### src/hw/rtl/pobea_pkg.sv
package pobea_pkg;

  // Word widths of the stream fields.
  localparam int DIST_W   = 16;
  localparam int HEIGHT_W = 18;
  localparam int BULGE_W  = 17;
  localparam int VIS_W    = 19;
  localparam int DIFF_W   = 20;
  localparam int ANGLE_W  = 16;

  // Rotation datapath widths and limits.
  localparam int XY_W      = 36;
  localparam int Z_W       = 32;
  localparam int TABLE_LEN = 24;
  localparam int TABLE_IW  = 5;
  localparam int CORDIC_STEPS_DEFAULT = 16;

  localparam logic signed [ANGLE_W-1:0] ANGLE_LIMIT = 16'sd23040;

  // Bulge scaling: D*D*10 over 4096*127, rounded half up.
  localparam logic [35:0] BULGE_ROUND = 36'd260096;
  // ceil(2^31 / 127); exact floor division by 127 for any 24-bit dividend.
  localparam logic [24:0] RECIP_127   = 25'd16909321;
  localparam int          RECIP_SHIFT = 31;
  // x scaling so that y/x keeps the metre ratio: 125 * 256.
  localparam logic [XY_W-1:0] X_SCALE = 36'd32000;

  typedef enum logic [2:0] {
    ST_IDLE,
    ST_SQUARE,
    ST_SCALE,
    ST_DIFF,
    ST_LAUNCH,
    ST_ROTATE,
    ST_FINISH
  } state_t;

  // Arctangent of 2^-i in units of 2^-24 degree.
  function automatic logic [29:0] atan_entry(input logic [TABLE_IW-1:0] idx);
    logic [29:0] v;
    case (idx)
      5'd0:    v = 30'd754974720;
      5'd1:    v = 30'd445687602;
      5'd2:    v = 30'd235489088;
      5'd3:    v = 30'd119537938;
      5'd4:    v = 30'd60000934;
      5'd5:    v = 30'd30029717;
      5'd6:    v = 30'd15018523;
      5'd7:    v = 30'd7509720;
      5'd8:    v = 30'd3754917;
      5'd9:    v = 30'd1877466;
      5'd10:   v = 30'd938734;
      5'd11:   v = 30'd469367;
      5'd12:   v = 30'd234684;
      5'd13:   v = 30'd117342;
      5'd14:   v = 30'd58671;
      5'd15:   v = 30'd29335;
      5'd16:   v = 30'd14668;
      5'd17:   v = 30'd7334;
      5'd18:   v = 30'd3667;
      5'd19:   v = 30'd1833;
      5'd20:   v = 30'd917;
      5'd21:   v = 30'd458;
      5'd22:   v = 30'd229;
      5'd23:   v = 30'd115;
      default: v = 30'd0;
    endcase
    return v;
  endfunction

endpackage

### src/hw/rtl/pobea_cordic.sv
module pobea_cordic #(
  parameter int CORDIC_STEPS = pobea_pkg::CORDIC_STEPS_DEFAULT
) (
  input  logic                                  clk,
  input  logic                                  rst,
  input  logic                                  start,
  input  logic [pobea_pkg::DIST_W-1:0]          distance,
  input  logic signed [pobea_pkg::DIFF_W-1:0]   dh,
  output logic                                  done,
  output logic signed [pobea_pkg::ANGLE_W-1:0]  angle
);

  localparam int STEPS = (CORDIC_STEPS > pobea_pkg::TABLE_LEN) ?
                         pobea_pkg::TABLE_LEN : CORDIC_STEPS;
  localparam int IW    = (STEPS > 1) ? $clog2(STEPS) : 1;
  localparam int XW    = pobea_pkg::XY_W;
  localparam int ZW    = pobea_pkg::Z_W;

  logic                 running;
  logic [IW-1:0]        step;
  logic signed [XW-1:0] x;
  logic signed [XW-1:0] y;
  logic signed [ZW-1:0] z;

  logic signed [XW-1:0] xs;
  logic signed [XW-1:0] ys;
  logic signed [ZW-1:0] atan_val;
  logic                 last_step;

  logic signed [ZW:0]   z_round;
  logic signed [ZW-16:0] z_deg;

  assign xs        = x >>> step;
  assign ys        = y >>> step;
  assign atan_val  = $signed(ZW'(pobea_pkg::atan_entry(pobea_pkg::TABLE_IW'(step))));
  assign last_step = (step == IW'(STEPS - 1));

  always_ff @(posedge clk) begin
    if (rst) begin
      running <= 1'b0;
      done    <= 1'b0;
      step    <= '0;
    end else begin
      done <= 1'b0;
      if (start) begin
        running <= 1'b1;
        step    <= '0;
      end else if (running) begin
        if (last_step) begin
          running <= 1'b0;
          done    <= 1'b1;
        end else begin
          step <= step + 1'b1;
        end
      end
    end
  end

  // One micro-rotation per cycle through the shared shifter and adders.
  always_ff @(posedge clk) begin
    if (start) begin
      x <= $signed(XW'(distance) * pobea_pkg::X_SCALE);
      y <= $signed({{(XW-pobea_pkg::DIFF_W-9){dh[pobea_pkg::DIFF_W-1]}}, dh, 9'd0});
      z <= '0;
    end else if (running) begin
      if (!y[XW-1]) begin
        x <= x + ys;
        y <= y - xs;
        z <= z + atan_val;
      end else begin
        x <= x - ys;
        y <= y + xs;
        z <= z - atan_val;
      end
    end
  end

  // Round from 2^-24 degree to 1/256 degree and clamp to a right angle.
  always_comb begin
    z_round = {z[ZW-1], z} + (ZW+1)'(32768);
    z_deg   = z_round[ZW:16];
    if (z_deg > (ZW-15)'(pobea_pkg::ANGLE_LIMIT)) begin
      angle = pobea_pkg::ANGLE_LIMIT;
    end else if (z_deg < -(ZW-15)'(pobea_pkg::ANGLE_LIMIT)) begin
      angle = -pobea_pkg::ANGLE_LIMIT;
    end else begin
      angle = z_deg[pobea_pkg::ANGLE_W-1:0];
    end
  end

endmodule

### src/hw/rtl/path_obstacle_elevation_angle.sv
// An accepted word passes through ST_SQUARE, ST_SCALE, ST_DIFF and ST_LAUNCH; with nonzero
// distance the shared CORDIC unit then rotates, one micro-rotation a cycle, before ST_FINISH
// places the result word on the master side. A new word is accepted only once the last
// result has been registered for output; the next word is taken while a result waits.
// Reset (synchronous, rst high) clears the station height, the running extremes and all
// handshake state.
module path_obstacle_elevation_angle #(
  parameter int CORDIC_STEPS = pobea_pkg::CORDIC_STEPS_DEFAULT
) (
  input  logic         clk,
  input  logic         rst,
  // distance_km[15:0], obstacle_height[33:16], zero fill
  input  logic [39:0]  s_tdata,
  // path_start[0]
  input  logic [0:0]   s_tuser,
  input  logic         s_tvalid,
  output logic         s_tready,
  // earth_bulge[16:0], visible_height[35:17], height_difference[55:36],
  // elevation_angle[71:56], lowest_angle[87:72], highest_angle[103:88]
  output logic [103:0] m_tdata,
  // angle_undefined[0]
  output logic [0:0]   m_tuser,
  output logic         m_tvalid,
  input  logic         m_tready,
  input  logic [17:0]  cfg_data,
  input  logic         cfg_valid,
  output logic         cfg_ready
);

  localparam int DW = pobea_pkg::DIST_W;
  localparam int HW = pobea_pkg::HEIGHT_W;
  localparam int BW = pobea_pkg::BULGE_W;
  localparam int VW = pobea_pkg::VIS_W;
  localparam int FW = pobea_pkg::DIFF_W;
  localparam int AW = pobea_pkg::ANGLE_W;

  pobea_pkg::state_t state, state_next;

  logic signed [HW-1:0] station_height;

  logic [DW-1:0]        distance;
  logic signed [HW-1:0] height;
  logic                 path_start;
  logic [2*DW-1:0]      sq;
  logic [48:0]          prod;
  logic [BW-1:0]        bulge;
  logic signed [VW-1:0] vis;
  logic signed [FW-1:0] dh;
  logic signed [AW-1:0] ang;
  logic                 undef;

  logic signed [AW-1:0] lowest;
  logic signed [AW-1:0] highest;
  logic                 any_seen;
  logic signed [AW-1:0] lowest_next;
  logic signed [AW-1:0] highest_next;
  logic                 any_seen_next;

  logic [35:0]          sq10;
  logic [23:0]          quot_in;
  logic [17:0]          quot;
  logic [BW-1:0]        bulge_c;
  logic signed [VW-1:0] vis_c;
  logic signed [FW-1:0] dh_c;

  logic                 in_fire;
  logic                 out_free;
  logic                 commit;
  logic                 cordic_start;
  logic                 cordic_done;
  logic signed [AW-1:0] cordic_angle;

  assign s_tready  = (state == pobea_pkg::ST_IDLE);
  assign in_fire   = s_tvalid && s_tready;
  assign out_free  = !m_tvalid || m_tready;
  assign commit    = (state == pobea_pkg::ST_FINISH) && out_free;
  assign cfg_ready = 1'b1;

  assign cordic_start = (state == pobea_pkg::ST_LAUNCH) && (distance != '0);

  pobea_cordic #(
    .CORDIC_STEPS(CORDIC_STEPS)
  ) u_cordic (
    .clk      (clk),
    .rst      (rst),
    .start    (cordic_start),
    .distance (distance),
    .dh       (dh),
    .done     (cordic_done),
    .angle    (cordic_angle)
  );

  always_ff @(posedge clk) begin
    if (rst) begin
      state <= pobea_pkg::ST_IDLE;
    end else begin
      state <= state_next;
    end
  end

  always_comb begin
    state_next = state;
    unique case (state)
      pobea_pkg::ST_IDLE:   if (in_fire) state_next = pobea_pkg::ST_SQUARE;
      pobea_pkg::ST_SQUARE: state_next = pobea_pkg::ST_SCALE;
      pobea_pkg::ST_SCALE:  state_next = pobea_pkg::ST_DIFF;
      pobea_pkg::ST_DIFF:   state_next = pobea_pkg::ST_LAUNCH;
      pobea_pkg::ST_LAUNCH: begin
        state_next = (distance == '0) ? pobea_pkg::ST_FINISH : pobea_pkg::ST_ROTATE;
      end
      pobea_pkg::ST_ROTATE: if (cordic_done) state_next = pobea_pkg::ST_FINISH;
      pobea_pkg::ST_FINISH: if (out_free) state_next = pobea_pkg::ST_IDLE;
      default:              state_next = pobea_pkg::ST_IDLE;
    endcase
  end

  // Bulge: round(D*D*10 / (4096*127)); the division by 127 is a reciprocal multiply.
  always_comb begin
    sq10    = {sq, 3'd0} + {3'd0, sq, 1'b0} + pobea_pkg::BULGE_ROUND;
    quot_in = sq10[35:12];
    quot    = prod[48:pobea_pkg::RECIP_SHIFT];
    bulge_c = quot[17] ? {BW{1'b1}} : quot[BW-1:0];
    vis_c   = $signed({height[HW-1], height}) - $signed({2'b00, bulge_c});
    dh_c    = $signed({vis_c[VW-1], vis_c}) -
              $signed({{(FW-HW){station_height[HW-1]}}, station_height});
  end

  always_ff @(posedge clk) begin
    if (in_fire) begin
      distance   <= s_tdata[DW-1:0];
      height     <= $signed(s_tdata[DW+HW-1:DW]);
      path_start <= s_tuser[0];
    end
    if (state == pobea_pkg::ST_SQUARE) begin
      sq <= distance * distance;
    end
    if (state == pobea_pkg::ST_SCALE) begin
      prod <= 49'(quot_in) * 49'(pobea_pkg::RECIP_127);
    end
    if (state == pobea_pkg::ST_DIFF) begin
      bulge <= bulge_c;
      vis   <= vis_c;
      dh    <= dh_c;
    end
    if (state == pobea_pkg::ST_LAUNCH) begin
      // Vertical sight line at zero distance: straight up, straight down, or no direction at all.
      if (distance != '0) begin
        ang   <= '0;
        undef <= 1'b0;
      end else if (dh > 0) begin
        ang   <= pobea_pkg::ANGLE_LIMIT;
        undef <= 1'b0;
      end else if (dh < 0) begin
        ang   <= -pobea_pkg::ANGLE_LIMIT;
        undef <= 1'b0;
      end else begin
        ang   <= '0;
        undef <= 1'b1;
      end
    end
    if ((state == pobea_pkg::ST_ROTATE) && cordic_done) begin
      ang <= cordic_angle;
    end
  end

  // Running extremes: a path start clears them before this obstacle is counted.
  always_comb begin
    lowest_next   = path_start ? '0 : lowest;
    highest_next  = path_start ? '0 : highest;
    any_seen_next = path_start ? 1'b0 : any_seen;
    if (!undef) begin
      if (!any_seen_next) begin
        lowest_next   = ang;
        highest_next  = ang;
        any_seen_next = 1'b1;
      end else begin
        if (ang < lowest_next) lowest_next = ang;
        if (ang > highest_next) highest_next = ang;
      end
    end
  end

  always_ff @(posedge clk) begin
    if (rst) begin
      station_height <= '0;
      lowest         <= '0;
      highest        <= '0;
      any_seen       <= 1'b0;
      m_tvalid       <= 1'b0;
    end else begin
      if (cfg_valid && cfg_ready) begin
        station_height <= $signed(cfg_data);
      end
      if (commit) begin
        lowest   <= lowest_next;
        highest  <= highest_next;
        any_seen <= any_seen_next;
        m_tvalid <= 1'b1;
      end else if (m_tready) begin
        m_tvalid <= 1'b0;
      end
    end
  end

  always_ff @(posedge clk) begin
    if (commit) begin
      m_tdata <= {highest_next, lowest_next, ang, dh, vis, bulge};
      m_tuser <= undef;
    end
  end

endmodule
### config.mk
export PLATFORM = sky130hd
export DESIGN_NAME = path_obstacle_elevation_angle
export DESIGN_NICKNAME = d
export VERILOG_FILES = /design/src/hw/rtl/pobea_pkg.sv /design/src/hw/rtl/pobea_cordic.sv /design/src/hw/rtl/path_obstacle_elevation_angle.sv
export SDC_FILE = /design/constraint.sdc
export NUM_CORES = 2
export LEC_CHECK = 0
export CAP_MARGIN = 30
export CORE_ASPECT_RATIO = 1.25
export CORE_MARGIN = 2
export CORE_UTILIZATION = 60
export CTS_CLUSTER_SIZE = 10
export DETAILED_ROUTE_END_ITERATION = 8
export DONT_BUFFER_PORTS = 1
export GPL_TIMING_DRIVEN = 0
export PLACE_DENSITY = 0.76
export SYNTH_ARGS = -nofsm -noshare
export SYNTH_HDL_FRONTEND = slang
export SYNTH_SLANG_ARGS = --single-unit
### constraint.sdc
create_clock -name clk -period 9.85 [get_ports clk]
set_clock_uncertainty 0.15 [all_clocks]
set_input_delay 1.97 -clock clk [delete_from_list [all_inputs] [get_ports clk]]
set_output_delay 1.97 -clock clk [all_outputs]
set_load 0.01 [all_outputs]
==> results_tabular.tex <==
\begin{tabular}{lr}
\hline
Metric & Value \\
\hline
\multicolumn{2}{l}{\textbf{Status}} \\
\quad Outcome & complete, no violations \\
\multicolumn{2}{l}{\textbf{STA}} \\
\quad Post-route fraction of the period consumed by the critical path & 94.2\% \\
\quad Max-slew headroom & 29.7\% \\
\quad Maximum frequency from static timing analysis & 108 MHz \\
\quad Count of pins over their slew limit & 0 \\
\quad Number of setup violations in the final report & 0 \\
\quad Transition time of the tightest slew-check pin & 1.05 ns \\
\quad Unrepaired setup endpoints after global routing & no \\
\quad Final number of hold-violating endpoints & 0 \\
\quad Total negative setup slack & 0 ns \\
\quad Clock period minus final worst setup slack & 9.28 ns \\
\multicolumn{2}{l}{\textbf{Floorplanning}} \\
\quad Core Region & 73200 µm² \\
\quad Num ports & 172 \\
\quad Die Y-Extent & 308 µm \\
\quad Starting Density & between 60\% and 70\% \\
\quad Die area & 76000 µm² \\
\quad Core Rows & roughly 110 \\
\quad Die boundary width & 247 µm \\
\multicolumn{2}{l}{\textbf{Setup path}} \\
\quad Length in cells of the worst reg-to-reg path & 25 \\
\quad Source of the worst register-to-register timing path & u\_cordic.step[2]\$\_SDFFE\_PP0P\_ \\
\quad Critical Path RT & 10.03 ns \\
\quad Highest fanout seen on the critical path & 10 \\
\quad RR Endpoint & u\_cordic.y[33]\$\_DFFE\_PP\_ \\
\quad Type of destination of the critical path & flip-flop \\
\quad Internal reg-to-reg setup slack & 0.57 ns \\
\quad Crit path DAT & 9.47 ns \\
\quad Worst setup path class & flip-flop to flip-flop \\
\quad Startpoint type of the worst setup path & flip-flop \\
\multicolumn{2}{l}{\textbf{Synthesis}} \\
\quad Count of flip-flops with a built-in enable after synthesis & 312 \\
\quad Synth async-reset ratio & 0\% \\
\quad Summed instance area of the synthesized netlist & 44300 µm² \\
\quad Syn Nets & 5379 \\
\quad Average instance area after synthesis & between 9 and 10 µm² \\
\quad Top cell type's share of synthesized area & a little over a fifth \\
\quad Cell with the most instances after synthesis & sky130\_fd\_sc\_hd\_\_ha\_1 \\
\quad Yosys warnings & 0 \\
\quad Post-synthesis cell type with the largest combined area & sky130\_fd\_sc\_hd\_\_edfxtp\_1 \\
\quad Count of state elements after synthesis & 457 \\
\quad Ys flop type & sky130\_fd\_sc\_hd\_\_edfxtp\_1 \\
\quad Main area contributors after synthesis & sky130\_fd\_sc\_hd\_\_edfxtp\_1 21\%, sky130\_fd\_sc\_hd\_\_ha\_1 16\%, sky130\_fd\_sc\_hd\_\_fa\_1 12\%, sky130\_fd\_sc\_hd\_\_dfxtp\_1 6.6\%, sky130\_fd\_sc\_hd\_\_inv\_1 4.2\% \\
\quad Post-Synthesis Cells & 4496 \\
\quad Number of distinct standard cells referenced by the synthesized netlist & 95 \\
\quad Top cells by instance count after synthesis & 563 x sky130\_fd\_sc\_hd\_\_ha\_1, 496 x sky130\_fd\_sc\_hd\_\_inv\_1, 391 x sky130\_fd\_sc\_hd\_\_nor2\_1, 312 x sky130\_fd\_sc\_hd\_\_edfxtp\_1, 286 x sky130\_fd\_sc\_hd\_\_nand2\_1 \\
\quad Post-synthesis sequential area ratio & 27.7\% \\
\multicolumn{2}{l}{\textbf{Placement}} \\
\quad Detail Placement HPWL & approximately 96 mm \\
\quad Placer's final routability congestion estimate & 1.04 \\
\quad Post-DP Area & 45600 µm² \\
\quad Buffers added on ports & 0 \\
\multicolumn{2}{l}{\textbf{CTS}} \\
\quad Worst-case clock buffer depth & 3 \\
\quad Number of sinks handled by clock tree synthesis & 457 \\
\quad CTS tree & done \\
\quad Num CTS Buffers & 53 \\
\quad Gates resized, CTS repair & 0 \\
\quad Post-CTS Setup Bufs & 0 \\
\quad Root buf cell & sky130\_fd\_sc\_hd\_\_clkbuf\_16 \\
\quad Cts hold-fix bufs & 0 \\
\quad Max H-tree Level & 2 \\
\quad Clock-pin slew on the worst setup and hold paths & 0.06 ns \\
\quad Later-pin clock latency in the skew report & $\sim$0.64 ns \\
\multicolumn{2}{l}{\textbf{Hold path}} \\
\quad Startpoint of the worst hold path & vis[10]\$\_DFFE\_PP\_ \\
\quad Worst min-delay path endpoint & m\_tdata[27]\$\_DFFE\_PP\_ \\
\quad Type of the tightest min-delay check & flip-flop to flip-flop \\
\quad Hold Path Cell Cnt & 0 \\
\multicolumn{2}{l}{\textbf{Global route}} \\
\quad Largest net degree at the start of global routing & 43 \\
\quad Number of global-route vias before repair & 35174 \\
\quad Global-route wire length before repair & between 150 and 200 mm \\
\quad Total routing usage reported by global routing & 32.3\% \\
\quad Remaining Overflow, GRT & 0 \\
\quad Number of antenna violations at the first check in global routing & 3 \\
\multicolumn{2}{l}{\textbf{Detailed routing}} \\
\quad Final routed DRC violation total & 0 \\
\quad Routed wire length & between 100 and 150 mm \\
\quad Count of antenna-violating nets left after detailed routing & 0 \\
\quad Iter 0 DRT Violations & 2536 \\
\quad Length of the first detailed-routing pass in iterations & 5 \\
\quad Mean number of vias per cell & a little over 6 \\
\quad Routed length on met2 & 61.3 mm \\
\quad Drt wl/cell & 21.8 µm \\
\quad Met1 Routed Length & 43.7 mm \\
\quad Vias after detailed routing & 34527 \\
\quad Met3 WL & between 8 and 9 mm \\
\quad Highest layer used for signal routing & met5 \\
\multicolumn{2}{l}{\textbf{Final layout}} \\
\quad Ratio of cells with drive above 1 in the final layout & 6.68\% \\
\quad Count of inserted antenna diode cells & 0 \\
\quad Nets & 5450 \\
\quad Synth-to-layout area growth & 6.82\% \\
\quad Final design instance area without fill & between 40000 and 50000 µm² \\
\multicolumn{2}{l}{\textbf{Job}} \\
\quad Maximum capacitance violations & 0 \\
\hline
\end{tabular}
[routing by layer]
metal | global-route usage (%) | vias up
met5 | 0 | -
met4 | 19.5 | 6
met3 | 5.94 | 444
met2 | 57.5 | 1349
met1 | 35.5 | 16662
li1 | - | 16066
[flip-flops by register name (all words and copies together) (netlist names), 3 cells and up]
signal,flops
m_tdata,104
vis,19
lowest,16
u_cordic.x,36
state,3
u_cordic.y,36
highest,16
prod,18
bulge,17
u_cordic.z,32
u_cordic.atan_val,30
ang,16
distance,16
height,18
sq,31
u_cordic.step,4
dh,20
station_height,18
[logic make-up after synthesis]
group                      count (synthesis)  synth area share (%)
other                                      2                0.0170
AOI/OAI and AO/OA                        881                  12.7
xor gates and xnor gates                 301                  5.96
DFF                                      457                  27.7
muxes                                    243                  8.02
adders and majority gates                820                  27.5
and+or+nand+nor                         1140                  12.3
buffers and inverters                    652                  5.79
[cell usage in the layout (no fill, tap or decap), types with 47 or more instances in the layout]
| cell type | n |
|---|---|
| sky130_fd_sc_hd__nor3_1 | 74 |
| sky130_fd_sc_hd__mux4_2 | 79 |
| sky130_fd_sc_hd__xor2_1 | 112 |
| sky130_fd_sc_hd__nand2_1 | 286 |
| sky130_fd_sc_hd__nor2_1 | 391 |
| sky130_fd_sc_hd__mux2i_1 | 111 |
| sky130_fd_sc_hd__fa_1 | 256 |
| sky130_fd_sc_hd__nand3_1 | 66 |
| sky130_fd_sc_hd__xnor2_1 | 189 |
| sky130_fd_sc_hd__a211oi_1 | 65 |
| sky130_fd_sc_hd__a21oi_1 | 261 |
| sky130_fd_sc_hd__ha_1 | 563 |
| sky130_fd_sc_hd__edfxtp_1 | 312 |
| sky130_fd_sc_hd__clkbuf_16 | 53 |
| sky130_fd_sc_hd__dfxtp_1 | 145 |
| sky130_fd_sc_hd__inv_1 | 495 |
| sky130_fd_sc_hd__o21ai_0 | 171 |
| sky130_fd_sc_hd__mux2_2 | 47 |
| sky130_fd_sc_hd__a21o_1 | 94 |
| sky130_fd_sc_hd__nor2b_1 | 71 |
| sky130_fd_sc_hd__clkbuf_1 | 130 |
[worst max-delay path by stage]
stage | cells after the start | slack (ns) | startpoint | to
CTS | 31 | 0.14 | sq[5]$_DFFE_PP_ | prod[47]$_DFFE_PP_
global placement | 31 | 0.26 | sq[5]$_DFFE_PP_ | prod[46]$_DFFE_PP_
global route | 31 | 0.05 | sq[7]$_DFFE_PP_ | prod[47]$_DFFE_PP_
floorplan | 31 | 1.50 | sq[5]$_DFFE_PP_ | prod[46]$_DFFE_PP_
finish | 25 | 0.57 | u_cordic.step[2]$_SDFFE_PP0P_ | u_cordic.y[33]$_DFFE_PP_
detailed placement | 31 | 0.21 | sq[5]$_DFFE_PP_ | prod[46]$_DFFE_PP_
[critical path, stage by stage (launching register included)]
cell                        delay, ns
sky130_fd_sc_hd__dfxtp_1         0.32
sky130_fd_sc_hd__buf_2           0.21
sky130_fd_sc_hd__buf_1           0.66
sky130_fd_sc_hd__clkbuf_2        0.51
sky130_fd_sc_hd__buf_2           0.39
sky130_fd_sc_hd__buf_2           0.39
sky130_fd_sc_hd__clkbuf_1        0.52
sky130_fd_sc_hd__clkbuf_1        0.62
sky130_fd_sc_hd__clkbuf_1        0.60
sky130_fd_sc_hd__nand2_1         0.10
sky130_fd_sc_hd__o21ai_0         0.15
sky130_fd_sc_hd__ha_1            0.28
sky130_fd_sc_hd__nor3b_1         0.65
sky130_fd_sc_hd__and3_1          0.37
sky130_fd_sc_hd__nor3b_1         0.38
sky130_fd_sc_hd__nor2_1          0.10
sky130_fd_sc_hd__xnor2_1         0.21
sky130_fd_sc_hd__ha_1            0.31
sky130_fd_sc_hd__a2111oi_0       0.49
sky130_fd_sc_hd__nand2_1         0.13
sky130_fd_sc_hd__o211ai_1        0.27
sky130_fd_sc_hd__a31oi_1         0.21
sky130_fd_sc_hd__or4_1           0.46
sky130_fd_sc_hd__a31oi_1         0.23
sky130_fd_sc_hd__xor2_1          0.16
sky130_fd_sc_hd__o21ai_0         0.09
[layout make-up]
class	count	area, µm²
Clock buffer	89	1490
Inverter	506	1900
Fill cell	5888	25900
Tap cell	960	1200
Buffer	146	668
Multi-Input combinational cell	3387	29500
Timing Repair Buffer	16	211
Clock inverter	7	90.1
Sequential cell	457	12300
[stage by stage]
| step | instances | worst slack, ns | utilization, % | hold WS [ns] |
|---|---|---|---|---|
| global placement | 5456 | 0.259 | 62.1 | 0.250 |
| global route | 5568 | 0.0520 | 64.6 | 0.267 |
| detailed placement | 5467 | 0.206 | 62.3 | 0.255 |
| finish | 5568 | 0.568 | 64.6 | 0.259 |
| floorplan | 4496 | 1.50 | - | 0.250 |
| CTS | 5563 | 0.142 | 64.5 | 0.258 |
Power is left out: the tool's default activity adds up to more than one toggle a clock period on the data nets, which glitch-free logic cannot reach.
